**config.mk**
```make
export PLATFORM = sky130hd
export DESIGN_NAME = signed_integer_radix_printer
export DESIGN_NICKNAME = d
export VERILOG_FILES = /design/src/rtl/sirp_pkg.sv /design/src/rtl/signed_integer_radix_printer.sv /design/src/rtl/sirp_divider.sv
export VERILOG_INCLUDE_DIRS = /design/src /design/src/rtl
export SDC_FILE = /design/constraint.sdc
export NUM_CORES = 1
export LEC_CHECK = 0
export BUFFER_PORTS_ARGS = -buffer_cell sky130_fd_sc_hd__buf_4
export CAP_MARGIN = 20
export CORE_MARGIN = 4
export CORE_UTILIZATION = 64
export CTS_BUF_LIST = sky130_fd_sc_hd__clkbuf_4 sky130_fd_sc_hd__clkbuf_8
export CTS_CLUSTER_DIAMETER = 30
export DETAILED_ROUTE_END_ITERATION = 16
export PLACE_DENSITY_LB_ADDON = 0.3
export SYNTH_ARGS = -nofsm -noshare
export SYNTH_HDL_FRONTEND = slang
export SYNTH_HIERARCHICAL = 1
export SYNTH_SLANG_ARGS = --single-unit
```
**constraint.sdc**
```tcl
create_clock -name aclk -period 5.2 [get_ports aclk]
set_input_delay 0.26 -clock aclk [delete_from_list [all_inputs] [get_ports aclk]]
set_output_delay 0.26 -clock aclk [all_outputs]
set_load 0.005 [all_outputs]
```
**src/rtl/signed_integer_radix_printer_defines.svh**
```systemverilog
// assertion macros shared by the radix printer rtl
// no dependencies; included by files that carry concurrent checks
`ifndef SIGNED_INTEGER_RADIX_PRINTER_DEFINES_SVH
`define SIGNED_INTEGER_RADIX_PRINTER_DEFINES_SVH

// same-cycle implication, disabled during reset
`define SIRP_ASSERT_SAME(label, clk, rstn, ante, cons, msg) \
    label: assert property (@(posedge clk) disable iff (!rstn) (ante) |-> (cons)) \
        else $error(msg);

// next-cycle implication, disabled during reset
`define SIRP_ASSERT_NEXT(label, clk, rstn, ante, cons, msg) \
    label: assert property (@(posedge clk) disable iff (!rstn) (ante) |=> (cons)) \
        else $error(msg);

`endif

```
**src/rtl/sirp_pkg.sv**
```systemverilog
// shared constants and helpers for the signed integer radix printer
// no dependencies
`timescale 1ns / 1ps

package sirp_pkg;

    localparam int MAX_RADIX_DEF = 16;
    localparam int MAX_DIGITS    = 32;
    localparam int VALUE_W       = 32;
    localparam int SYM_W         = 8;
    localparam int NUM_SYMS      = 16;
    localparam int SYM_IDX_W     = 4;
    localparam int RADIX_W       = 5;
    localparam int CFG_IDX_W     = 2;
    localparam int CFG_DATA_W    = 64;
    localparam int CNT_W         = 6;

    localparam logic [CFG_IDX_W-1:0] CFG_ALPHA_LO = 2'd0;
    localparam logic [CFG_IDX_W-1:0] CFG_ALPHA_HI = 2'd1;
    localparam logic [CFG_IDX_W-1:0] CFG_RADIX    = 2'd2;

    localparam logic [SYM_W-1:0] CHAR_NUL   = 8'h00;
    localparam logic [SYM_W-1:0] CHAR_TAB   = 8'h09;
    localparam logic [SYM_W-1:0] CHAR_CR    = 8'h0D;
    localparam logic [SYM_W-1:0] CHAR_SPACE = 8'h20;
    localparam logic [SYM_W-1:0] CHAR_PLUS  = 8'h2B;
    localparam logic [SYM_W-1:0] CHAR_MINUS = 8'h2D;
    localparam logic [SYM_W-1:0] CHAR_ALLON = 8'hFF;

    function automatic logic sym_forbidden(input logic [SYM_W-1:0] c);
        return c inside {CHAR_NUL, CHAR_ALLON, CHAR_SPACE, CHAR_PLUS, CHAR_MINUS,
                         [CHAR_TAB:CHAR_CR]};
    endfunction

endpackage

```
**src/rtl/signed_integer_radix_printer.sv**
```systemverilog
// sequence: after the number is accepted, each of the radix alphabet symbols is checked, then each
// digit takes a divider start, a 32-step bit-serial divide and a hand-off, then the words are sent
// one number at a time: a new number is taken only in the idle state, so output stalls hold the input
// a rejected alphabet drops the number after the check; no words are emitted
// reset: synchronous active-low, clears the configuration registers and the control state
// depends on sirp_pkg, sirp_divider and signed_integer_radix_printer_defines.svh
`timescale 1ns / 1ps
`include "signed_integer_radix_printer_defines.svh"

module signed_integer_radix_printer #(
    parameter int MAX_RADIX = sirp_pkg::MAX_RADIX_DEF
) (
    input  logic                                  aclk,
    input  logic                                  aresetn,
    input  logic                                  s_valid,
    output logic                                  s_ready,
    input  logic signed [sirp_pkg::VALUE_W-1:0]   s_value,
    output logic                                  m_valid,
    input  logic                                  m_ready,
    output logic [sirp_pkg::SYM_W-1:0]            m_symbol,
    output logic                                  m_last,
    input  logic                                  cfg_valid,
    output logic                                  cfg_ready,
    input  logic [sirp_pkg::CFG_IDX_W-1:0]        cfg_index,
    input  logic [sirp_pkg::CFG_DATA_W-1:0]       cfg_data
);

    localparam int DIG_W = $clog2(MAX_RADIX);
    localparam int DIV_W = DIG_W + 1;

    localparam logic [2:0] ST_IDLE  = 3'd0;
    localparam logic [2:0] ST_CHECK = 3'd1;
    localparam logic [2:0] ST_START = 3'd2;
    localparam logic [2:0] ST_WAIT  = 3'd3;
    localparam logic [2:0] ST_SIGN  = 3'd4;
    localparam logic [2:0] ST_EMIT  = 3'd5;

    logic [sirp_pkg::CFG_DATA_W-1:0] alpha_lo_reg, alpha_hi_reg;
    logic [sirp_pkg::RADIX_W-1:0]    radix_reg;
    logic [2:0]                      state_reg, state_next;
    logic                            neg_reg, neg_next;
    logic [sirp_pkg::VALUE_W-1:0]    mag_reg, mag_next;
    logic [sirp_pkg::SYM_IDX_W-1:0]  ck_idx_reg, ck_idx_next;
    logic [sirp_pkg::CNT_W-1:0]      dig_cnt_reg, dig_cnt_next;
    logic [DIG_W-1:0]                digits_reg [sirp_pkg::MAX_DIGITS];
    logic                            m_valid_reg, m_valid_next;
    logic [sirp_pkg::SYM_W-1:0]      m_symbol_reg, m_symbol_next;
    logic                            m_last_reg, m_last_next;

    logic [sirp_pkg::SYM_W-1:0]      sym_arr [sirp_pkg::NUM_SYMS];
    logic [sirp_pkg::SYM_W-1:0]      ck_sym;
    logic                            dup_hit;
    logic                            radix_bad;
    logic                            out_free;
    logic                            push;
    logic [DIG_W-1:0]                top_digit;
    logic [sirp_pkg::VALUE_W-1:0]    in_raw;

    logic                            div_start;
    logic                            div_busy;
    logic                            div_done;
    logic [sirp_pkg::VALUE_W-1:0]    div_quo;
    logic [DIG_W-1:0]                div_rem;

    sirp_divider #(
        .MAX_RADIX (MAX_RADIX)
    ) u_div (
        .aclk      (aclk),
        .aresetn   (aresetn),
        .start     (div_start),
        .dividend  (mag_reg),
        .divisor   (radix_reg[DIV_W-1:0]),
        .busy      (div_busy),
        .done      (div_done),
        .quotient  (div_quo),
        .remainder (div_rem)
    );

    // alphabet view and per-symbol checks
    always_comb begin
        for (int k = 0; k < 8; k++) begin
            sym_arr[k]     = alpha_lo_reg[8*k +: 8];
            sym_arr[k + 8] = alpha_hi_reg[8*k +: 8];
        end
        ck_sym  = sym_arr[ck_idx_reg];
        dup_hit = 1'b0;
        for (int j = 0; j < sirp_pkg::NUM_SYMS; j++) begin
            if ((sirp_pkg::RADIX_W'(j) > {1'b0, ck_idx_reg}) &&
                (sirp_pkg::RADIX_W'(j) < radix_reg) && (sym_arr[j] == ck_sym)) begin
                dup_hit = 1'b1;
            end
        end
        radix_bad = (radix_reg < sirp_pkg::RADIX_W'(2)) ||
                    (radix_reg > sirp_pkg::RADIX_W'(MAX_RADIX));
    end

    assign in_raw    = s_value;
    assign out_free  = !m_valid_reg || m_ready;
    assign top_digit = digits_reg[5'(dig_cnt_reg - 1'b1)];

    always_comb begin
        state_next    = state_reg;
        neg_next      = neg_reg;
        mag_next      = mag_reg;
        ck_idx_next   = ck_idx_reg;
        dig_cnt_next  = dig_cnt_reg;
        m_valid_next  = m_valid_reg && !m_ready;
        m_symbol_next = m_symbol_reg;
        m_last_next   = m_last_reg;
        div_start     = 1'b0;
        push          = 1'b0;

        case (state_reg)
            ST_IDLE: begin
                if (s_valid) begin
                    neg_next     = in_raw[sirp_pkg::VALUE_W-1];
                    mag_next     = in_raw[sirp_pkg::VALUE_W-1] ? ('0 - in_raw) : in_raw;
                    ck_idx_next  = '0;
                    dig_cnt_next = '0;
                    state_next   = ST_CHECK;
                end
            end
            ST_CHECK: begin
                if (radix_bad || sirp_pkg::sym_forbidden(ck_sym) || dup_hit) begin
                    state_next = ST_IDLE;
                end else if ({1'b0, ck_idx_reg} == radix_reg - 1'b1) begin
                    state_next = ST_START;
                end else begin
                    ck_idx_next = ck_idx_reg + 1'b1;
                end
            end
            ST_START: begin
                div_start  = 1'b1;
                state_next = ST_WAIT;
            end
            ST_WAIT: begin
                if (div_done) begin
                    push         = 1'b1;
                    dig_cnt_next = dig_cnt_reg + 1'b1;
                    mag_next     = div_quo;
                    if (div_quo == '0) begin
                        state_next = neg_reg ? ST_SIGN : ST_EMIT;
                    end else begin
                        state_next = ST_START;
                    end
                end
            end
            ST_SIGN: begin
                if (out_free) begin
                    m_valid_next  = 1'b1;
                    m_symbol_next = sirp_pkg::CHAR_MINUS;
                    m_last_next   = 1'b0;
                    state_next    = ST_EMIT;
                end
            end
            ST_EMIT: begin
                if (out_free) begin
                    m_valid_next  = 1'b1;
                    m_symbol_next = sym_arr[sirp_pkg::SYM_IDX_W'(top_digit)];
                    m_last_next   = (dig_cnt_reg == sirp_pkg::CNT_W'(1));
                    dig_cnt_next  = dig_cnt_reg - 1'b1;
                    if (dig_cnt_reg == sirp_pkg::CNT_W'(1)) begin
                        state_next = ST_IDLE;
                    end
                end
            end
            default: begin
                state_next = ST_IDLE;
            end
        endcase
    end

    always_ff @(posedge aclk) begin
        if (!aresetn) begin
            state_reg    <= ST_IDLE;
            m_valid_reg  <= 1'b0;
            dig_cnt_reg  <= '0;
            alpha_lo_reg <= '0;
            alpha_hi_reg <= '0;
            radix_reg    <= '0;
        end else begin
            state_reg   <= state_next;
            m_valid_reg <= m_valid_next;
            dig_cnt_reg <= dig_cnt_next;
            if (cfg_valid) begin
                case (cfg_index)
                    sirp_pkg::CFG_ALPHA_LO: begin
                        alpha_lo_reg <= cfg_data;
                    end
                    sirp_pkg::CFG_ALPHA_HI: begin
                        alpha_hi_reg <= cfg_data;
                    end
                    sirp_pkg::CFG_RADIX: begin
                        radix_reg <= cfg_data[sirp_pkg::RADIX_W-1:0];
                    end
                    default: begin
                    end
                endcase
            end
        end
        neg_reg      <= neg_next;
        mag_reg      <= mag_next;
        ck_idx_reg   <= ck_idx_next;
        m_symbol_reg <= m_symbol_next;
        m_last_reg   <= m_last_next;
    end

    // digit stack, pushed least significant first
    always_ff @(posedge aclk) begin
        if (push) begin
            digits_reg[dig_cnt_reg[4:0]] <= div_rem;
        end
    end

    assign s_ready   = (state_reg == ST_IDLE);
    assign cfg_ready = 1'b1;
    assign m_valid   = m_valid_reg;
    assign m_symbol  = m_symbol_reg;
    assign m_last    = m_last_reg;

    `SIRP_ASSERT_SAME(a_emit_has_digit, aclk, aresetn, state_reg == ST_EMIT, dig_cnt_reg != '0, "emit with empty digit stack")
    `SIRP_ASSERT_SAME(a_digit_bound, aclk, aresetn, 1'b1, dig_cnt_reg <= sirp_pkg::CNT_W'(sirp_pkg::MAX_DIGITS), "digit stack overflow")
    `SIRP_ASSERT_SAME(a_wait_div, aclk, aresetn, state_reg == ST_WAIT, div_busy || div_done, "waiting on idle divider")

endmodule

```
**src/rtl/sirp_divider.sv**
```systemverilog
// bit-serial restoring divider: 32-bit magnitude by the radix, one bit per cycle
// depends on sirp_pkg and signed_integer_radix_printer_defines.svh
`timescale 1ns / 1ps
`include "signed_integer_radix_printer_defines.svh"

module sirp_divider #(
    parameter int MAX_RADIX = sirp_pkg::MAX_RADIX_DEF
) (
    input  logic                                aclk,
    input  logic                                aresetn,
    input  logic                                start,
    input  logic [sirp_pkg::VALUE_W-1:0]        dividend,
    input  logic [$clog2(MAX_RADIX):0]          divisor,
    output logic                                busy,
    output logic                                done,
    output logic [sirp_pkg::VALUE_W-1:0]        quotient,
    output logic [$clog2(MAX_RADIX)-1:0]        remainder
);

    localparam int DIG_W  = $clog2(MAX_RADIX);
    localparam int DIV_W  = DIG_W + 1;
    localparam int STEP_W = $clog2(sirp_pkg::VALUE_W);

    logic [DIV_W-1:0]            rem_reg, rem_next;
    logic [sirp_pkg::VALUE_W-1:0] quo_reg, quo_next;
    logic [STEP_W-1:0]           step_reg, step_next;
    logic                        busy_reg, busy_next;
    logic                        done_reg, done_next;
    logic [DIV_W:0]              trial;
    logic [DIV_W:0]              diff;
    logic                        fits;

    always_comb begin
        trial = {rem_reg, quo_reg[sirp_pkg::VALUE_W-1]};
        fits  = trial >= {1'b0, divisor};
        diff  = trial - {1'b0, divisor};

        rem_next  = rem_reg;
        quo_next  = quo_reg;
        step_next = step_reg;
        busy_next = busy_reg;
        done_next = 1'b0;

        if (start) begin
            rem_next  = '0;
            quo_next  = dividend;
            step_next = STEP_W'(sirp_pkg::VALUE_W - 1);
            busy_next = 1'b1;
        end else if (busy_reg) begin
            rem_next  = fits ? diff[DIV_W-1:0] : trial[DIV_W-1:0];
            quo_next  = {quo_reg[sirp_pkg::VALUE_W-2:0], fits};
            step_next = step_reg - 1'b1;
            if (step_reg == '0) begin
                busy_next = 1'b0;
                done_next = 1'b1;
            end
        end
    end

    always_ff @(posedge aclk) begin
        if (!aresetn) begin
            busy_reg <= 1'b0;
            done_reg <= 1'b0;
        end else begin
            busy_reg <= busy_next;
            done_reg <= done_next;
        end
        rem_reg  <= rem_next;
        quo_reg  <= quo_next;
        step_reg <= step_next;
    end

    assign busy      = busy_reg;
    assign done      = done_reg;
    assign quotient  = quo_reg;
    assign remainder = rem_reg[DIG_W-1:0];

    `SIRP_ASSERT_SAME(a_no_restart, aclk, aresetn, start, !busy_reg, "divider restarted while busy")
    `SIRP_ASSERT_SAME(a_done_idle, aclk, aresetn, done_reg, !busy_reg, "done while still busy")
    `SIRP_ASSERT_NEXT(a_start_busy, aclk, aresetn, start, busy_reg, "divider did not start")

endmodule

```
# After elaboration in Yosys (flattened, before gate mapping)
# Memories as Yosys holds them, arrays and structs flattened.
# Index checks and enable logic that the tools add are counted.
# classes
n_eq_ne	36
bitwise_logic	4
muxes	63
add_sub_neg	7
magnitude_cmp	37
n_reduce_logical	60
mul	0
shifts	0
n_div	0
# op_table
op	n
$mux 32	5
$eq 8x8->1	15
$bmux 8 s4	2
$pmux 32 s2	1
$mux 8	6
$lt 4x5->1 const A	8
$gt 4x4->1 const A	8
$logic_and 1x1->1	32
$logic_not 32->1	1
$sub 1x32->32 const A	1
$mux 1	29
$eq 8x6->1 const B	3
$mux 3	8
$lt 3x5->1 const A	4
$mux 6	3
$pmux 3 s6	1
$pmux 6 s3	1
$gt 3x4->1 const A	4
$pmux 8 s2	1
$mux 4	3
$ne 2x2->1 const B	6
$ge 5x5->1 const B	2
$lt 2x5->1 const A	2
$not 4->5	2
other kinds (42)	59
# word_totals
regBits	233
romBits	0
latch_bits	0
mem_count	1
ramBits	128
# memory_table
name	depth	width	rd	rd_ports_with_merged_regs	wr	line	rtl
digits_reg	32	4	1	0	1	signed_integer_radix_printer.sv:45	logic [DIG_W-1:0] digits_reg [sirp_pkg::MAX_DIGITS];

# Longest topological paths before layout
# Gate-level depths: netlist (run 1).
# depth
word_depth	24
ltp_mapped	19
ltp_nobuf	12

# Modules after synthesis
# Netlist (run 1), hierarchy kept.
# modules_own_cells
module	cells_per_inst	area_per_inst_um2	instances
signed_integer_radix_printer	1768	17903.4	1
sirp_divider	159	2122.0	1

# Worst setup path before layout (run 1)
# No wires, ideal clock.
# synth_timing
kind	reg2reg
from	register dig_cnt_reg[0] (netlist name)
to	register m_symbol_reg, in the netlist m_symbol[3] (data pin)
path_stages_with_launch	18
path_buffers	9
path_slack_ns	0.767
setup_ns	0.265
t_arrival_ns	4.168
path_cell_list	dfxtp_1 buf_4 buf_6 buf_4 buf_4 inv_1 ha_1 clkbuf_1 buf_2 buf_2 clkbuf_1 mux4_2 mux4_2 mux2i_1 clkbuf_1 o211ai_1 o21ai_1 nand2_1
# synth_between
elab_chain_len	8
# synth_lines
item	line	rtl
from (decl)	signed_integer_radix_printer.sv:44	logic [sirp_pkg::CNT_W-1:0] dig_cnt_reg, dig_cnt_next;
from (signal assigned)	signed_integer_radix_printer.sv:184	dig_cnt_reg <= dig_cnt_next;
$sub 6x1->6	n/a	
$mem_v2 32x4	n/a	
$not 4->5 (not written as such)	signed_integer_radix_printer.sv:159	m_symbol_next = sym_arr[sirp_pkg::SYM_IDX_W'(top_digit)];
$bmux 8 s4	signed_integer_radix_printer.sv:159	
$mux 8 (not written as such) (2 in a row)	signed_integer_radix_printer.sv:159	
$mux 8	signed_integer_radix_printer.sv:157	if (out_free) begin
$pmux 8 s2	signed_integer_radix_printer.sv:113	case (state_reg)
to (signal assigned)	signed_integer_radix_printer.sv:204	m_symbol_reg <= m_symbol_next;
to (decl)	signed_integer_radix_printer.sv:47	logic [sirp_pkg::SYM_W-1:0] m_symbol_reg, m_symbol_next;
# No other way between the ends. The select of a mux whose other input is x is not followed.
# A chain may end at the register's enable or synchronous reset.

# Worst setup path in the final report (run 1)
# layout_timing
from	register ck_idx_reg[2] (netlist name)
to	register ck_idx_reg[2] (netlist name) (enable)
# layout_between
elab_chain_len	24
word_cells_on_any_way	94
classes_between	order compare (17); eq/ne (22); mux (18); bitwise (1); reduce/logical (36)
# layout_lines
item	line	rtl
from (decl)	signed_integer_radix_printer.sv:43	logic [sirp_pkg::SYM_IDX_W-1:0] ck_idx_reg, ck_idx_next;
from (signal assigned)	signed_integer_radix_printer.sv:203	ck_idx_reg <= ck_idx_next;
$not 4->5 (not written as such)	signed_integer_radix_printer.sv:85	ck_sym = sym_arr[ck_idx_reg];
$bmux 8 s4	signed_integer_radix_printer.sv:85	
$mux 8 (not written as such) (2 in a row)	signed_integer_radix_printer.sv:85	
$eq 8x8->1	signed_integer_radix_printer.sv:89	(sirp_pkg::RADIX_W'(j) < radix_reg) && (sym_arr[j] == ck_sym)) begin
$logic_and 1x1->1	signed_integer_radix_printer.sv:89	
$mux 1 (15 in a row)	signed_integer_radix_printer.sv:88	if ((sirp_pkg::RADIX_W'(j) > {1'b0, ck_idx_reg}) &&
$logic_or 1x1->1	signed_integer_radix_printer.sv:124	if (radix_bad || sirp_pkg::sym_forbidden(ck_sym) || dup_hit) begin
$ne 2x2->1 (no source line)	n/a	
$reduce_and 4->1 (no source line) (*)	n/a	
# Mark *: on every way between the ends. The rest lies on a longest branch, timed or not. The select of a mux whose other input is x is not followed.

==> metrics.cfg, run 1 <==
[sta]
drv_slew=0
setup_viol=0
whs_ns=0.0384
tns_ns=0
fmax_mhz=219
min_period_ns=4.57
finalClockSkew_ns=0.0345
hold_viol_final=0
worstMarginPinSlew_ns=1.00
finalCritPeriodShare_pct=87.8
rsz0062_at_grt=false
worst_slack_ns=0.632
maxSlewHeadroom_pct=32.7

[cts]
cts.path.max_buffers=3
path_clk_slew_ns=0.06
cts_setup_buffers=0
postCtsResizedCells=0
cts_buffers=74
cts_tree=built
htreeDepth=3
postCtsHoldBufs=80
clock-sinks=361
cts_root_buf=clkbuf_8
insertion_delay_ns=0.65

[setup_path]
crit_arrival_ns=4.89
cp_max_fo=21
critical-path-max-stage-delay_ns=0.93
required_ns=5.52
startpoint_type=flop
endpoint_kind=flop
cp_cell_sequence=nor2_1, a22o_1, o21ai_2, and2_1, xnor2_1, o2111ai_1, o21ai_1, nor4_2, nand2_1, nand2_1
cpMaxStageDelayCell=edfxtp_1
critPathMostFrequentCell=nand2_1
crit_family=simple AND/OR/NAND/NOR gates
crit_type=flop to flop
crit_buf_inv=0

[finish]
finalInstanceArea_um2=23600
syn_to_final_growth_pct=18.0
mostFrequentLayoutCells=351 x nand2_1, 206 x edfxtp_1, 154 x dfxtp_1, 140 x buf_4, 129 x a21boi_0
finish.utilization_pct=76.9
largest_reg_flops=128
seqCellArea_um2=9290
drive_gt1_share_pct=20.3
fill_cells=1913
diodes=0
nets=2214
fin_cells=2548
mostFrequentLayoutCell=nand2_1
multi_input_area_um2=10000

[detailed_routing]
drtIter0Drc=2191
met1_length_um=22900
route.detailed.drc=0
top_layer=met4
dr_wl_met3_um=5540
vias_per_cell=6.49
drtPass1Iterations=5
wire_per_inst_um=24.1
num_vias=16533
routed_wl_um=61300
drtAntennaViolNets=0
wl_met2_um=29700

[synth]
seq_area_frac_synth_pct=46.4
synth_edf_count=206
yosys_register_bits=361
ys.flop_type=edfxtp_1
synthesis.area_um2=20000
synthCells=1927
synth_cell_type_count=93
synth_nets=2048
async_flop_share_pct=0
avgSynthCellArea_um2=10.4
ys_warn_count=6

[pwr]
cellLeakagePower_nw=8.35
peakVddDrop_uv=326
power_density_nw_per_um2=413
p_total_mw=9.75

[placement]
numPortBuffers=113
pre_cts_ws_ns=0.823
dpl.cell_count=2329
dpl_cell_area_um2=21100
place_congestion=1.04
place_hpwl_um=40500

[floorplanning]
initial_core_util_pct=65.1
dieHeight_um=185
die_width_um=185
ios=115
die-area_um2=34200
fp.coreArea_um2=30700
rows=64

[grt]
grt_start_max_net_pins=147
grt_antenna_before_repair=1
overflow=0
grt_usage_pct=35.4
grt_pass1_vias=16393
grt_pass1_wl_um=93500

[run_status]
status=complete, no violations

[job]
cap_violations=0

[min_path]
hp-class=input pin to flop

## power by group
group	internal (mW)	leakage, nW	switching, mW
logic	1.17	4.31	1.68
clock network	1.94	0.865	1.36
registers	3.37	3.18	0.233
## routing by layer
layer  up-vias  global-route usage (%)
met3       238                    6.81
li1       7375                       -
met2      1019                    58.9
met1      7901                    44.9
met4         0                    16.5
met5         -                       0
## Yosys cell counts (11+ instances only)
master,n,area share (%)
clkbuf_1,81,1.5
inv_1,28,0.52
buf_4,15,0.56
ha_1,17,1.1
xor2_1,59,2.6
o211ai_1,13,0.49
o31ai_1,11,0.41
edfxtp_1,206,31
nand4_1,17,0.53
nor2_1,78,1.5
and3_1,14,0.44
nor3_1,27,0.67
xnor2_1,71,3.1
mux2i_1,67,3.3
dfxtp_1,155,15
mux2_2,53,3.0
nand3_1,28,0.70
nand2b_1,16,0.50
or3_1,18,0.56
buf_2,28,0.70
nor2b_1,34,1.1
mux4_2,53,6.0
a21oi_1,47,1.2
o21ai_0,73,1.8
nor4_1,20,0.62
a211oi_1,40,1.5
nand2_1,351,6.6
a21boi_0,129,4.8
## final cells by class
cell class	count	area share (%)
clock inverters	42	2.12
repair buffers	231	8.73
inverters	29	0.461
flip-flops and latches	361	39.3
clock buffers	93	4.99
multi-input cells	1396	42.3
well taps	396	2.10
## cell families (layout without fill, tap and decap cells)
kind of cell	Yosys count	count (layout)	synth area share (%)
and+or+nand+nor	646	646	15.0
AOI/OAI and AO/OA	420	420	15.0
DFF	361	361	46.4
muxes	180	180	12.8
buffers and inverters	170	395	3.94
xor gates and xnor gates	131	131	5.77
adders and majority gates	18	18	1.16
other	1	1	0.0187
## worst paths after layout
path / start / end / slack, ns / cells past startpoint
max: ck_idx_reg[2] / ck_idx_reg[2] / 0.63 / 10
min reg2reg: u_div/rem_reg[4] / u_div/rem_reg[4] / 0.48 / 1
min: s_value[5] / mag_reg[5] / 0.04 / 3
max reg2reg: ck_idx_reg[2] / ck_idx_reg[2] / 0.63 / 10
## worst min-delay path, cell delays in order
cell	delay, ns
buf_4	0.10
xor2_1	0.07
o21ai_0	0.15
(Power assumes the default switching activity.)
==> inputs of run 2 (changes only) <==
--- a/config.mk
+++ b/config.mk
@@ -9,11 +9,12 @@
 export BUFFER_PORTS_ARGS = -buffer_cell sky130_fd_sc_hd__buf_4
 export CAP_MARGIN = 20
 export CORE_MARGIN = 4
-export CORE_UTILIZATION = 64
+export CORE_UTILIZATION = 50
 export CTS_BUF_LIST = sky130_fd_sc_hd__clkbuf_4 sky130_fd_sc_hd__clkbuf_8
 export CTS_CLUSTER_DIAMETER = 30
 export DETAILED_ROUTE_END_ITERATION = 16
 export PLACE_DENSITY_LB_ADDON = 0.3
+export RECOVER_POWER = 50
 export SYNTH_ARGS = -nofsm -noshare
 export SYNTH_HDL_FRONTEND = slang
 export SYNTH_HIERARCHICAL = 1
==> run 2 against run 1 <==
Net effect:
- first-iteration DRC count fell by 33%
- clock-buffer cell count is 3 higher
- core utilization is 16 points lower
- worst setup slack worse by 0.017 ns
- non-clock buffer count is 7 higher
- die area rose by 27%
- combinational power about the same
- cell area up 1.3%
- the run now ends with capacitance limit, slew limit left
- maximum frequency shrank 0.37%
- worst hold slack got worse by 0.011 ns
- power is 2.9% higher
- wire length is 4.9% lower
==> metrics.cfg, run 2 (synthesis gave the netlist of run 1 again) <==
[finish]
nets=2224
mostFrequentLayoutCell=nand2_1
syn_to_final_growth_pct=19.6
mostFrequentLayoutCells=351 x nand2_1, 206 x edfxtp_1, 154 x dfxtp_1, 129 x a21boi_0, 121 x buf_4
largest_reg_flops=128
fin_cells=2692
diodes=0
drive_gt1_share_pct=19.3

[floorplanning]
initial_core_util_pct=50.5
rows=73
die-area_um2=43300
ios=115
die_width_um=208
dieHeight_um=208
fp.coreArea_um2=39600

[detailed_routing]
drtAntennaViolNets=0
drtPass1Iterations=5
routed_wl_um=58300
wire_per_inst_um=21.6
route.detailed.drc=0
vias_per_cell=5.95
num_vias=16004
drtIter0Drc=1470

[pwr]
p_clk_share_pct=36.6
power_density_nw_per_um2=419
internal_power_mw=6.76
pwr-share-seq_pct=35.4
p_total_mw=10.0
comb_power_share_pct=27.9
switching_share_pct=32.6
p_switching_mw=3.28
cellLeakagePower_nw=8.38
peakVddDrop_uv=333

[sta]
worstMarginPinSlew_ns=3.22
fmax_mhz=218
rsz0062_at_grt=false
setup_viol=0
min_period_ns=4.58
tns_ns=0
hold_viol_final=0
finalClockSkew_ns=0.0327
worst_slack_ns=0.615
drv_slew=400
finalCritPeriodShare_pct=88.2
maxSlewHeadroom_pct=-115

[grt]
grt_pass1_wl_um=90500
grt_antenna_before_repair=0
overflow=0
grt_usage_pct=26.2
grt_start_max_net_pins=94
grt_pass1_vias=15677

[cts]
cts_tree=built
cts.path.max_buffers=3
postCtsResizedCells=0
cts_buffers=77
insertion_delay_ns=0.67
cts_setup_buffers=0
path_clk_slew_ns=0.06
htreeDepth=3
cts_root_buf=clkbuf_8
clock-sinks=361

[placement]
dpl.cell_count=2457
pre_cts_ws_ns=0.681
place_congestion=0.923
numPortBuffers=113
place_hpwl_um=40200

[job]
cap_violations=7

[min_path]
hp-class=input pin to flop

[setup_path]
endpoint_kind=flop
crit_arrival_ns=4.92
crit_type=flop to flop
r2r_slack_ns=0.62
required_ns=5.54
startpoint_type=flop
cp_max_fo=17

[run_status]
violations=capacitance limit, slew limit
status=complete, but fails checks

## run 2: cell count changes in the layout (fill, tap and decap cells not counted), moves of 3 or more
cell and change:
buf_4 -19, clkbuf_1 +16, dlygate4sd3_1 +11, bufinv_16 +5, clkinv_1 +5, clkbuf_4 +4
clkbuf_8 +4, clkinv_2 -3, clkinv_4 -3, inv_6 -3
## run 2: worst paths after layout
kind	startpoint	endpoint	cells after the start
worst min-delay path	s_valid	neg_reg	3
worst min register to register	u_div/rem_reg[4]	u_div/rem_reg[4]	1
worst max register to register	ck_idx_reg[0]	ck_idx_reg[0]	10
worst max-delay path	ck_idx_reg[0]	ck_idx_reg[0]	10
## run 2: final cells by class
type	count	area, um^2
clock inverters	47	663
flip-flops and latches	361	9290
repair buffers	238	2020
clock buffers	96	1230
well taps	525	657
inverters	29	109
multi-input cells	1396	9990
fillers	3275	15700
## run 2: layer usage
metal | vias up | GRT usage, % | wire, um
li1 | 7405 | - | -
met1 | 7796 | 35.1 | 24200
met2 | 670 | 43.1 | 28100
met3 | 133 | 4.25 | 4020
met4 | 0 | 9.83 | 1940
met5 | - | 0 | 0
## run 2: per-stage QoR
| stage | hold slack [ns] | utilization [%] | instance area, um^2 |
|---|---|---|---|
| CTS | 0.00279 | 60.6 | 24000 |
| global placement | 0.460 | 53.5 | 21200 |
| detailed placement | 0.468 | 53.5 | 21200 |
| floorplan | 0.359 | - | 20000 |
| global route | 0.0373 | 60.4 | 24000 |
| finish | 0.0271 | 60.4 | 24000 |
## run 2: critical path, stage by stage, from the launching register on
cell	delay, ns
edfxtp_1	0.96
mux4_2	0.61
a22oi_2	0.34
o21a_1	0.63
mux2i_1	0.51
a221oi_1	0.15
nand4_1	0.14
nand4_1	0.09
nor4_2	0.56
nand2_1	0.10
nand2_1	0.18
## run 2: power groups by stage
stage          Clock (mW)  Sequential, mW  Combinational, mW
2_1_floorplan           0            3.51               1.98
3_3_place_gp            0            3.61               2.63
3_5_place_dp            0            3.62               2.67
4_1_cts              3.73            3.56               2.75
5_1_grt              3.88            3.58               3.00
6_report             3.68            3.56               2.81
## run 2: repair_timing
action                     in CTS  in global routing
setup endpoints to repair       0                  0
hold endpoints to repair      160                  0
hold buffers                   91                  0
